`config.mk`:
```
export PLATFORM = sky130hd
export DESIGN_NAME = apsa_horner_cell
export DESIGN_NICKNAME = d
export VERILOG_FILES = /design/src/hdl/apsa_pkg.sv /design/src/hdl/apsa_horner_cell.sv
export SDC_FILE = /design/constraint.sdc
export NUM_CORES = 2
export LEC_CHECK = 0
export BUFFER_PORTS_ARGS = -buffer_cell sky130_fd_sc_hd__buf_2
export CORE_ASPECT_RATIO = 2
export CORE_UTILIZATION = 55
export DETAILED_ROUTE_END_ITERATION = 8
export PLACE_DENSITY = 0.77
export SYNTH_ARGS = -nofsm -noshare
export SYNTH_HDL_FRONTEND = slang
export SYNTH_SLANG_ARGS = --single-unit
export TNS_END_PERCENT = 10
```
`constraint.sdc`:
```
create_clock -name i_clk -period 15.9 [get_ports i_clk]
set_input_delay 3.18 -clock i_clk [delete_from_list [all_inputs] [get_ports i_clk]]
set_output_delay 3.18 -clock i_clk [all_outputs]
set_load 0.05 [all_outputs]
```
`src/hdl/apsa_pkg.sv`:
```
// ----------------------------------------------------------------------------
// apsa_pkg: shared types and constants for the arcsine datapath
// Coefficients, stage records and rounding helpers.
// ----------------------------------------------------------------------------
package apsa_pkg;

    localparam int FRAC_BITS = 16;
    localparam int CF        = 30;
    localparam int IO_W      = FRAC_BITS + 2;
    localparam int A_W       = FRAC_BITS + 1;
    localparam int V_W       = 2 * A_W;
    localparam int REM_W     = A_W + 3;
    localparam int P_W       = 32;
    localparam int TD_W      = ((IO_W + 7) / 8) * 8;

    localparam logic signed [P_W-1:0] C_ACC0  = 32'sd1686557207;
    localparam logic signed [P_W-1:0] C_ACC1  = -32'sd227756103;
    localparam logic signed [P_W-1:0] C_ACC2  = 32'sd79737142;
    localparam logic signed [P_W-1:0] C_ACC3  = -32'sd20110433;
    localparam logic signed [P_W-1:0] C_FAST0 = 32'sd1686629713;
    localparam logic signed [P_W-1:0] C_FAST1 = -32'sd222302592;
    localparam logic signed [P_W-1:0] C_FAST2 = 32'sd57019938;
    localparam logic signed [P_W-1:0] HALF_PI = 32'sd1686629713;

    localparam logic MODE_ACCURATE = 1'b0;

    typedef struct packed {
        logic                    valid;
        logic                    mode;
        logic                    neg;
        logic                    flag;
        logic [A_W-1:0]          a;
        logic [A_W-1:0]          d;
        logic signed [P_W-1:0]   h;
    } t_hstage;

    typedef struct packed {
        logic                    valid;
        logic                    neg;
        logic                    flag;
        logic signed [P_W-1:0]   p;
        logic [REM_W-1:0]        rem;
        logic [A_W-1:0]          root;
        logic [V_W-1:0]          v;
    } t_sstage;

    // divide by 2^FRAC_BITS, round half away from zero
    function automatic logic signed [63:0] rnd_frac(input logic signed [63:0] v);
        logic [63:0] mag;
        mag = v[63] ? 64'(-v) : 64'(v);
        mag = (mag + (64'd1 << (FRAC_BITS - 1))) >> FRAC_BITS;
        return v[63] ? -$signed(mag) : $signed(mag);
    endfunction

    // divide by 2^(CF-FRAC_BITS), round half away from zero
    function automatic logic signed [63:0] rnd_out(input logic signed [63:0] v);
        logic [63:0] mag;
        mag = v[63] ? 64'(-v) : 64'(v);
        mag = (mag + (64'd1 << (CF - FRAC_BITS - 1))) >> (CF - FRAC_BITS);
        return v[63] ? -$signed(mag) : $signed(mag);
    endfunction

endpackage

```
`src/hdl/apsa_horner_cell.sv`:
```
// ----------------------------------------------------------------------------
// apsa_horner_cell: one Horner step of the polynomial
// h_next = coef + rnd(h * a), coefficient picked by the item's mode.
// ----------------------------------------------------------------------------
module apsa_horner_cell (
    input  logic                           i_clk,
    input  logic                           i_rst_n,
    input  logic                           i_en,
    input  logic signed [apsa_pkg::P_W-1:0] i_coef_acc,
    input  logic signed [apsa_pkg::P_W-1:0] i_coef_fast,
    input  apsa_pkg::t_hstage              i_stage,
    output apsa_pkg::t_hstage              o_stage
);
    apsa_pkg::t_hstage r_stage;
    apsa_pkg::t_hstage n_stage;
    logic signed [63:0] w_prod;
    logic signed [apsa_pkg::P_W-1:0] w_coef;

    always_comb begin
        w_prod  = 64'(i_stage.h) * $signed({47'd0, i_stage.a});
        w_coef  = (i_stage.mode == apsa_pkg::MODE_ACCURATE) ? i_coef_acc : i_coef_fast;
        n_stage = i_stage;
        n_stage.h = w_coef + apsa_pkg::P_W'(apsa_pkg::rnd_frac(w_prod));
    end

    always_ff @(posedge i_clk) begin
        if (!i_rst_n) begin
            r_stage.valid <= 1'b0;
        end else if (i_en) begin
            r_stage.valid <= n_stage.valid;
        end
        if (i_en) begin
            r_stage.mode <= n_stage.mode;
            r_stage.neg  <= n_stage.neg;
            r_stage.flag <= n_stage.flag;
            r_stage.a    <= n_stage.a;
            r_stage.d    <= n_stage.d;
            r_stage.h    <= n_stage.h;
        end
    end

    assign o_stage = r_stage;
endmodule

```
# Word level (Yosys, flattened, before mapping)
# Index checks and enable logic that the tools add are counted.
# Widths: inputs -> output; s select.
# word_totals
output_inout_bits,70
wordCells,15
input_bits,137
reg_bits,70
# op_classes
multipliers,1
addsub,4
n_mux,3
# op_table
cell,n
$mux 32,2
$mul 32x18->50,1
$add 48x16->48 const B,1
$mux 48,1
$neg 48->48,1
$add 32x32->32,1
$neg 32->32,1

# Longest topological paths before layout
# depth
word_depth,7
mapped_depth,60
ltp_nobuf,52

# Worst setup path before layout
# No wires, ideal clock.
# synth_timing
path_type,input -> register
start,input i_stage[23] (netlist bit)
end,"register r_stage, in the netlist o_stage[31], data pin"
t_arrival_ns,15.677
stages,55
n_path_buf,8
required_time_ns,15.632
slack_ns,-0.044
setup_time_ns,0.268
cell_sequence,clkbuf_1 nand2_1 fa_1 inv_1 fa_1 fa_1 fa_1 fa_1 inv_1 fa_1 inv_1 ha_1 clkbuf_1 nand3_1 nor2_1 nand4_1 nand4_1 o211ai_1 [19 not listed] nor2_1 xnor2_1 ha_1 a21o_1 a21oi_1 nor2b_1 nor2_1 nor2b_1 a31oi_1 nand3_1 o311a_1 nand4_1 a41oi_1 o41ai_1 nor2_1 a211oi_1 o21ai_0 xnor3_1
# synth_lines
item,line_no,source
start: declaration,apsa_horner_cell.sv:11,"input apsa_pkg::t_hstage i_stage,"
end: declaration,apsa_horner_cell.sv:14,apsa_pkg::t_hstage r_stage;

==> results.yml <==
status:
  outcome: "finished clean"
clock_tree:
  clk_latency_ns: 0.37
  cts_root_buffer: "clkbuf_16"
  h-tree-depth: 3
  clk_pin_slew_ns: 0.07
  cts_tree: "yes"
  numCtsBuffers: 9
  hold_buffers: 0
  clockBufferDepth: 2
  clock_sinks: 70
worst_setup_path:
  critical_path_class: "input port to flop"
  cp_max_fo: 33
  required_ns: 16.02
  critPathCaptureType: "flop"
  reg2reg_slack_ns: 15.26
  rr_worst_depth: 2
  crit_arrival_ns: 15.31
  worstReg2RegEnd: "o_stage[69]"
  critPathLaunch: "i_stage[57]"
  slowest_stage: "fa_1"
  cp-start-kind: "input port"
  cpPeakStageDelay_ns: 0.55
  reg2reg_from: "o_stage[69]"
  critPathMostFrequentCell: "fa_1"
logic_synthesis:
  yosys-top-cells-area: "fa_1 39%, inv_1 8.8%, edfxtp_1 7.7%"
  yosysWarnings: 0
  avgSynthCellArea_um2: 8.795
  syn_inst: 3073
  synthTopCellsByCount: "636 x inv_1, 522 x fa_1, 363 x nand2_1"
  synth_seq_cells: 70
  synth_top_area_cell: "fa_1"
  yosys.area_share.simple: 0.1935
  synth_xor_area_frac: 0.04588
  ys_seq_area_frac: 0.07740
  muxShareOfSynthArea: 0.02217
  ys_types: 98
  synth_top_family_by_area: "adder cells"
  syn-num-nets: 3887
  netlist_area_mm2: 0.02703
  synth_adder_area_share: 0.4584
  synthFlopType: "edfxtp_1"
  synth_compound_area_frac: 0.09662
  async_reset_ff_frac: 0
  synth_edf_count: 69
  yosysMostFrequentCell: "inv_1"
  synth_top_area_frac: 0.3866
grt:
  antenna_found_initial: 0
  grt_pass1_wl_um: 124300
  grt.overflow.total: 0
  grt_pass1_vias: 25030
  grt_max_degree: 71
  track_usage: 0.3144
place:
  dp_slack_ns: 0.06379
  hpwlAfterDp_um: 63090
  postPlaceCellArea_mm2: 0.02878
  port_buffers: 206
  place_congestion: 0.9518
cells_and_area:
  antennaDiodeCount: 0
  n_fill_cell: 4108
  nNetsFinal: 4033
  finalInstanceArea_mm2: 0.02915
  post-route-util: 0.6028
  syn_to_final_growth_pct: 7.838
  drive_gt1_frac: 0.1145
  largest_register_ffs: 70
timing:
  rsz0062_at_grt: "false"
  min_period_ns: 15.19
  finalClockSkew_ns: 0
  fin_setup_tns_ns: 0
  drv_slew: 0
  clock.fmax_mhz: 65.84
  min_period_over_period: 0.9552
  worst_pin_slew_ns: 0.9781
  fin_ws_ns: 0.7123
  max_slew_margin: 0.3479
  setup_viol: 0
  hold_viol: 0
floorplanning:
  die_h_um: 315.5
  boundaryPins: 207
  die_area_mm2: 0.05008
  core-area_mm2: 0.04835
  die_w_um: 158.8
  rows: 114
  initial_utilization: 0.5589
detailed_routing:
  drtIter0Drc: 1247
  wl_per_cell_um: 19.82
  drc_errors: 0
  dr.pass1.iters: 6
  vias: 22550
  via_per_inst: 5.840
  routed_wl_um: 76560
  antenna_left: 0
worst_hold_path:
  hold_class: "flop to flop"
  min-delay-start: "o_stage[69]"
  holdPathEnd: "o_stage[69]"
  min_path_cells: 2
run:
  drv_cap: 0
==> worst max path at each step <==
stage / endpoint / slack (ns) / cells past startpoint
after floorplan: o_stage[31] / 0.07 / 55
after CTS: o_stage[31] / 0.44 / 49
after global routing: o_stage[31] / 0.004 / 50
after global placement: o_stage[31] / 0.25 / 50
after detailed placement: o_stage[31] / 0.06 / 49
final: o_stage[31] / 0.71 / 49
==> cells in the final DEF (no fill, tap or decap), types with 62 or more instances in the layout <==
cell | netlist | layout
a21oi_1 | 81 | 81
and2_1 | 277 | 277
buf_2 | 11 | 195
edfxtp_1 | 69 | 69
fa_1 | 522 | 522
ha_1 | 155 | 154
inv_1 | 636 | 636
nand2_1 | 363 | 363
nor2_1 | 104 | 103
o21ai_0 | 62 | 62
xnor2_1 | 102 | 102
==> area by class of cell <==
type / instances / area [um2] / share of cell area
multi-input combinational: 2244 / 22100 / 0.7583
inverter: 636 / 2387 / 0.08191
sequential: 70 / 2092 / 0.07178
timing repair buffer: 258 / 1461 / 0.05014
tap: 638 / 798.3 / 0.02739
clock buffer: 9 / 225.2 / 0.007727
clock inverter: 7 / 80.08 / 0.002747
==> worst max-delay path: cells and delay by family <==
family | cells | cell delay [ns]
buf+inv | 5 | 0.54
fa+ha+maj | 9 | 4.17
simple gates | 17 | 3.32
compound gates | 13 | 3.10
xor+xnor | 5 | 0.98
==> kinds of logic after synthesis <==
logic type,count (synthesis)
XOR/XNOR,140
AO/OA/AOI/OAI,367
flip-flops,70
multiplexers,55
AND/OR/NAND/NOR,1005
adder cells (fa/ha/maj),677
buffers and inverters,759
==> layer usage <==
metal | GRT usage | share of wire | up-vias
met1 | 0.3162 | 0.33 | 11140
met3 | 0.04618 | 0.059 | 369
li1 | - | - | 9959
met4 | 0.1926 | 0.066 | 0
met5 | 0 | 0 | -
met2 | 0.6043 | 0.54 | 1089
==> what timing repair did <==
item,4_1_cts,5_1_grt
buffers inserted,0,1
endpoints found under the setup margin,0,2
gates resized for setup,0,18
==> metrics by stage <==
stage / hold slack, ns / instances
6_report: 0.5531 / 3862
5_1_grt: 0.6123 / 3862
4_1_cts: 0.5579 / 3861
3_5_place_dp: 0.5398 / 3845
3_3_place_gp: 0.5044 / 3845
2_1_floorplan: 0.7429 / 3073
Power is not shown: default switching activity piles up to over one toggle a cycle in this logic, so the estimate is an artifact.
