## src/hdl/apsa_pkg.sv

```systemverilog
// ----------------------------------------------------------------------------
// apsa_pkg: shared types and constants for the arcsine datapath
// Coefficients, stage records and rounding helpers.
// ----------------------------------------------------------------------------
package apsa_pkg;

    localparam int FRAC_BITS = 16;
    localparam int CF        = 30;
    localparam int IO_W      = FRAC_BITS + 2;
    localparam int A_W       = FRAC_BITS + 1;
    localparam int V_W       = 2 * A_W;
    localparam int REM_W     = A_W + 3;
    localparam int P_W       = 32;
    localparam int TD_W      = ((IO_W + 7) / 8) * 8;

    localparam logic signed [P_W-1:0] C_ACC0  = 32'sd1686557207;
    localparam logic signed [P_W-1:0] C_ACC1  = -32'sd227756103;
    localparam logic signed [P_W-1:0] C_ACC2  = 32'sd79737142;
    localparam logic signed [P_W-1:0] C_ACC3  = -32'sd20110433;
    localparam logic signed [P_W-1:0] C_FAST0 = 32'sd1686629713;
    localparam logic signed [P_W-1:0] C_FAST1 = -32'sd222302592;
    localparam logic signed [P_W-1:0] C_FAST2 = 32'sd57019938;
    localparam logic signed [P_W-1:0] HALF_PI = 32'sd1686629713;

    localparam logic MODE_ACCURATE = 1'b0;

    typedef struct packed {
        logic                    valid;
        logic                    mode;
        logic                    neg;
        logic                    flag;
        logic [A_W-1:0]          a;
        logic [A_W-1:0]          d;
        logic signed [P_W-1:0]   h;
    } t_hstage;

    typedef struct packed {
        logic                    valid;
        logic                    neg;
        logic                    flag;
        logic signed [P_W-1:0]   p;
        logic [REM_W-1:0]        rem;
        logic [A_W-1:0]          root;
        logic [V_W-1:0]          v;
    } t_sstage;

    // divide by 2^FRAC_BITS, round half away from zero
    function automatic logic signed [63:0] rnd_frac(input logic signed [63:0] v);
        logic [63:0] mag;
        mag = v[63] ? 64'(-v) : 64'(v);
        mag = (mag + (64'd1 << (FRAC_BITS - 1))) >> FRAC_BITS;
        return v[63] ? -$signed(mag) : $signed(mag);
    endfunction

    // divide by 2^(CF-FRAC_BITS), round half away from zero
    function automatic logic signed [63:0] rnd_out(input logic signed [63:0] v);
        logic [63:0] mag;
        mag = v[63] ? 64'(-v) : 64'(v);
        mag = (mag + (64'd1 << (CF - FRAC_BITS - 1))) >> (CF - FRAC_BITS);
        return v[63] ? -$signed(mag) : $signed(mag);
    endfunction

endpackage

```

## src/hdl/apsa_sqrt_cell.sv

```systemverilog
// ----------------------------------------------------------------------------
// apsa_sqrt_cell: one digit of the restoring square root
// Brings in two radicand bits and decides one root bit.
// ----------------------------------------------------------------------------
module apsa_sqrt_cell (
    input  logic              i_clk,
    input  logic              i_rst_n,
    input  logic              i_en,
    input  apsa_pkg::t_sstage i_stage,
    output apsa_pkg::t_sstage o_stage
);
    apsa_pkg::t_sstage r_stage;
    apsa_pkg::t_sstage n_stage;
    logic [apsa_pkg::REM_W-1:0] w_rem;
    logic [apsa_pkg::REM_W-1:0] w_trial;

    always_comb begin
        w_rem   = {i_stage.rem[apsa_pkg::REM_W-3:0], i_stage.v[apsa_pkg::V_W-1 -: 2]};
        w_trial = apsa_pkg::REM_W'({i_stage.root, 2'b01});
        n_stage = i_stage;
        n_stage.v = {i_stage.v[apsa_pkg::V_W-3:0], 2'b00};
        if (w_rem >= w_trial) begin
            n_stage.rem  = w_rem - w_trial;
            n_stage.root = {i_stage.root[apsa_pkg::A_W-2:0], 1'b1};
        end else begin
            n_stage.rem  = w_rem;
            n_stage.root = {i_stage.root[apsa_pkg::A_W-2:0], 1'b0};
        end
    end

    always_ff @(posedge i_clk) begin
        if (!i_rst_n) begin
            r_stage.valid <= 1'b0;
        end else if (i_en) begin
            r_stage.valid <= n_stage.valid;
        end
        if (i_en) begin
            r_stage.neg  <= n_stage.neg;
            r_stage.flag <= n_stage.flag;
            r_stage.p    <= n_stage.p;
            r_stage.rem  <= n_stage.rem;
            r_stage.root <= n_stage.root;
            r_stage.v    <= n_stage.v;
        end
    end

    assign o_stage = r_stage;
endmodule

```

## config.mk

```make
export PLATFORM = sky130hd
export DESIGN_NAME = apsa_sqrt_cell
export DESIGN_NICKNAME = d
export VERILOG_FILES = /design/src/hdl/apsa_pkg.sv /design/src/hdl/apsa_sqrt_cell.sv
export SDC_FILE = /design/constraint.sdc
export NUM_CORES = 1
export LEC_CHECK = 0
export BUFFER_PORTS_ARGS = -buffer_cell sky130_fd_sc_hd__buf_2
export CAP_MARGIN = 20
export CORE_ASPECT_RATIO = 1.1
export CORE_MARGIN = 2
export CORE_UTILIZATION = 45
export CTS_CLUSTER_SIZE = 16
export DETAILED_ROUTE_END_ITERATION = 10
export GPL_ROUTABILITY_DRIVEN = 0
export PLACE_DENSITY = 0.78
export SLEW_MARGIN = 0
export SYNTH_ARGS = -nofsm -noshare
export SYNTH_HDL_FRONTEND = slang
export SYNTH_SLANG_ARGS = --single-unit
```

## constraint.sdc

```tcl
create_clock -name i_clk -period 3.9 [get_ports i_clk]
set_input_delay 0 -clock i_clk [delete_from_list [all_inputs] [get_ports i_clk]]
set_output_delay 0 -clock i_clk [all_outputs]
set_load 0.01 [all_outputs]
```

# Word-level counts from Yosys, hierarchy flattened
# Index checks and enable logic that the tools add are counted.
dict set report word_totals {
  reg_bits 104
  inputBits 109
  out_inout_bits 106
  elab_cells 10
}
dict set report classes {
  addsub 1
  magnitude_cmp 1
  n_mux 1
}
# cell count
set op_table {}
lappend op_table {{two-way mux 37 bit} 1}
lappend op_table {{>= comparator 20 x 19 -> 1 bit} 1}
lappend op_table {{subtractor 20 x 19 -> 20 bit} 1}

# Depth between registers and ports, before layout
dict set report depth {
  ltp_word 2
  ltp_mapped 11
}

# Least setup slack after synthesis
# OpenSTA, ideal clock, no wires.
dict set report synth_path {
  path_kind {input to register}
  from {in i_stage[44] in the netlist's numbering}
  to {reg r_stage, in the netlist o_stage[55] (data pin)}
  arrival_ns 1.984
  required_ns 3.640
  slack_ns 1.656
  cell_stages 10
  path_buffers 2
  path_cell_list {inv_1 ha_1 clkbuf_2 and4_1 nand4_1 o31a_1 a21o_1 a31oi_4 buf_12 mux2_4}
}
# element line_no
set synth_rtl {}
lappend synth_rtl {{start, declared} apsa_sqrt_cell.sv:9} ;# input apsa_pkg::t_sstage i_stage,
lappend synth_rtl {{end, declared} apsa_sqrt_cell.sv:12} ;# apsa_pkg::t_sstage r_stage;

==> results.md <==
* Number of buffers on the longest clock path at 2
* Share of total power in the clock network at 24.5%
* Buffers & Inverters on Critical Path at 4
* Placeable Area at 9840 µm²
* Number of fill cells at 636
* Antenna cell count at 0
* Outcome: finished with violations
* Antenna violations before repair at 0
* Area of all sequential standard cells at 3110 µm²
* Number of clock buffers inserted by TritonCTS at 9
* Total setup violations reported at the end of the flow at 0
* Synthesized cell area at 4540 µm²
* Per-cell routed wire length at 19.0 µm
* Portion of the post-synthesis area used by sequential elements at 68.5%
* Worst Tran Pin Value at 0.816 ns
* Final TNS setup at 0 ns
* Total gr overflow at 0
* Compound-gate portion of the synthesized area at 8.78%
* Peak VDD IR at 182 µV
* Clock insertion delay at the later pin of the skew report at 0.38 ns
* Total of warnings raised by yosys at 0
* Number of iterations in the first detailed-routing pass at 10
* Post-synthesis cell count at 296
* Commonest cells after routing, fill and taps aside: 209 x sky130_fd_sc_hd__buf_2, 103 x sky130_fd_sc_hd__edfxtp_1, 101 x sky130_fd_sc_hd__dlygate4sd3_1
* Site Rows at 38
* Pins Over Slew Limit at 0
* Source of the worst register-to-register timing path: o_stage[105]
* Pre-CTS worst setup slack at 1.22 ns
* Post-synthesis cell type with the largest combined area: sky130_fd_sc_hd__edfxtp_1
* Combinational cell fraction of total power at 23.3%
* Relative max-transition margin at 45.6%
* Multiplexer fraction of the synthesized cell area at 5.01%
* Wire length of the first global-routing pass at 20.1 mm
* Post-route worst setup slack at 1.09 ns
* Max H-tree Level at 3
* Number of placed instances with taps included at 622
* Distinct cell type count after synthesis at 41
* Fraction of power consumed by sequential logic at 52.2%
* Total area of multi-input combinational cells at 1250 µm²
* Pin count of the biggest net entering global routing at 66
* Maximum Capacitance Violations at 0
* CP max stage delay at 0.55 ns
* Cell depth of the worst hold path at 3
* Post-synthesis share of cell area spent on and, or, nand and nor gates at 4.98%
* Hold violation total from the final report at 0
* Cell-by-cell trace of the critical path: dlygate4sd3_1, buf_2, inv_1, ha_1, and4_1, nand4_1, o31a_1, a21o_1, a31oi_4, buf_4, mux2_2
* Port buffer count at 210
* Design Area, Final at 6890 µm²
* Flip-flop count of the largest register, all copies and words added at 104
* Final Net Count at 742
* Fmax at 356 MHz
* Leakage power total at 3.03 nW
* Total clock sinks at 104
* Type of the setup path with the least slack: input pin to register
* Die area at 10,900 µm²
* Cells on worst reg2reg path at 3
* Total detailed-routing wirelength at 14.0 mm
* Share of the cycle needed by the critical path after routing at 72.0%
* Internal power at 1.91 mW
* P&R area growth vs syn at 51.6%
* Arrival time worst endpoint at 2.95 ns
* Cell types with the largest area share after synthesis: sky130_fd_sc_hd__edfxtp_1 68%, sky130_fd_sc_hd__ha_1 5.2%, sky130_fd_sc_hd__mux2_4 4.3%
* Min-Delay Path Class: input pin to register
* Main combinational cell family by area after synthesis: compound AO/OA/AOI/OAI gates
* Share of the synthesized netlist area taken by xor and xnor gates at 3.44%
* Number of synthesized flops with an enable pin at 103
* Cell count along the critical path at 11
* Via count of the first global-routing pass at 3,665
* Global routing usage summed across all routing layers at 24.9%
* Commonest non-fill, non-tap cell in the layout: sky130_fd_sc_hd__buf_2
* IO Count at 215
* Clk Tree Root Cell: sky130_fd_sc_hd__clkbuf_8
* Synth Area in Adders at 5.23%
* Power Total at 2.66 mW
* FF+latch count, synth at 104
* Worst Hold Launch: i_stage[33]
* Worst Hold Slack at 0.0245 ns
* Chip Width at 99.8 µm
* Proportion of register bits with asynchronous set or reset after synthesis at 0%
* DR vias/cell at 5.11
* Share of layout cells above drive strength 1 at 40.2%
* Fraction of post-synthesis cell area in the top cell type by area at 68.1%
* Drt initial violations at 195
* Height of the die at 109 µm
* Clock input transition at the sequential cells of the worst setup and hold paths at 0.11 ns
* Routed Antenna Nets at 0
* WP data required at 4.04 ns
* Type of origin of the critical path: input pin
* Fraction of power spent switching nets at 28.3%
* Critical path peak fanout at 10
* Cell area reported after detailed placement at 5690 µm²
* Failing checks: DRC
* Prevailing post-synth register cell: sky130_fd_sc_hd__edfxtp_1
* Drc violations at 1
* Sw power at 0.754 mW
* Power density over cell area at 387 nW/µm²
* Maximum clock skew at final layout at 0 ns
* Finished Layout Cells at 739
* RSZ-0062 raised after global routing: no
* Layout Utilization at 70.0%
* Number of vias after detailed routing at 3,775
* Critical path's top delay family: buffers and inverters
* Kind of end point of the critical path: register
* Final HPWL DP at 8.32 mm
* Starting density of the core at 46.2%
* Post-Synthesis Mean Instance Area at 15.4 µm²
* Crit path time final at 2.81 ns
* Slowest cell on the critical path: sky130_fd_sc_hd__dlygate4sd3_1
* Origin of the worst setup path: i_stage[41]
* Cts repair resizes at 0
* Clock tree from TritonCTS: built
==> worst min-delay path, cell delays in order <==
cell                      delay, ns
sky130_fd_sc_hd__buf_2         0.12
sky130_fd_sc_hd__nor2_1        0.05
sky130_fd_sc_hd__a21oi_1       0.11
==> logic make-up (layout without fill, tap and decap cells) <==
| kind of cell | after synthesis | in the layout |
|---|---|---|
| buf+inv | 33 | 355 |
| compound gates | 58 | 58 |
| xor+xnor | 17 | 17 |
| fa+ha+maj | 19 | 19 |
| flops | 104 | 104 |
| mux | 16 | 16 |
| other cells | 1 | 2 |
| simple gates | 48 | 48 |
==> synth_stat cells (all sizes together) (2+ instances only) <==
master / instances
a31oi: 3
edfxtp: 103
nand2: 14
mux2: 15
nor2b: 3
nor3: 4
nand3: 4
a211oi: 6
nor2: 13
a21oi: 16
o21ai: 14
buf: 6
xnor2: 12
nand4: 6
o21a: 4
ha: 19
o211ai: 7
xor2: 5
a21o: 2
inv: 25
o22ai: 2
clkbuf: 2
==> final timing paths <==
kind | slack (ns) | endpoint
worst max register to register | 2.68 | o_stage[105]
worst min register to register | 1.15 | o_stage[105]
worst min-delay path | 0.02 | o_stage[52]
worst max-delay path | 1.09 | o_stage[54]
==> power by group through the flow <==
stage | Combinational [mW] | Sequential [mW] | Clock [mW]
floorplan | 0.249 | 1.47 | 0
global placement | 0.511 | 1.40 | 0
detailed placement | 0.523 | 1.40 | 0
CTS | 0.607 | 1.38 | 0.650
global route | 0.665 | 1.40 | 0.697
finish | 0.620 | 1.39 | 0.654
==> area by class of cell <==
| type | instances | area share, % |
|---|---|---|
| tap | 120 | 2.18 |
| inverter | 25 | 1.36 |
| timing repair buffer | 314 | 30.3 |
| clock buffer | 9 | 1.80 |
| sequential | 104 | 45.2 |
| clock inverter | 7 | 0.963 |
| multi-input combinational | 160 | 18.2 |
==> per-layer routing <==
metal  wire length, µm  up-vias  track usage [%]
met5                 0        -                0
met4               416        0             8.90
met3              1040       26             6.17
met2              7530      194             48.4
met1              5010     1815             26.0
li1                  -     1740                -
==> repair_timing <==
item	CTS	global route
hold buffers	101	0
endpoints found under the hold margin	100	0
buffers inserted	0	0
Power figures use the tool's default switching activity.
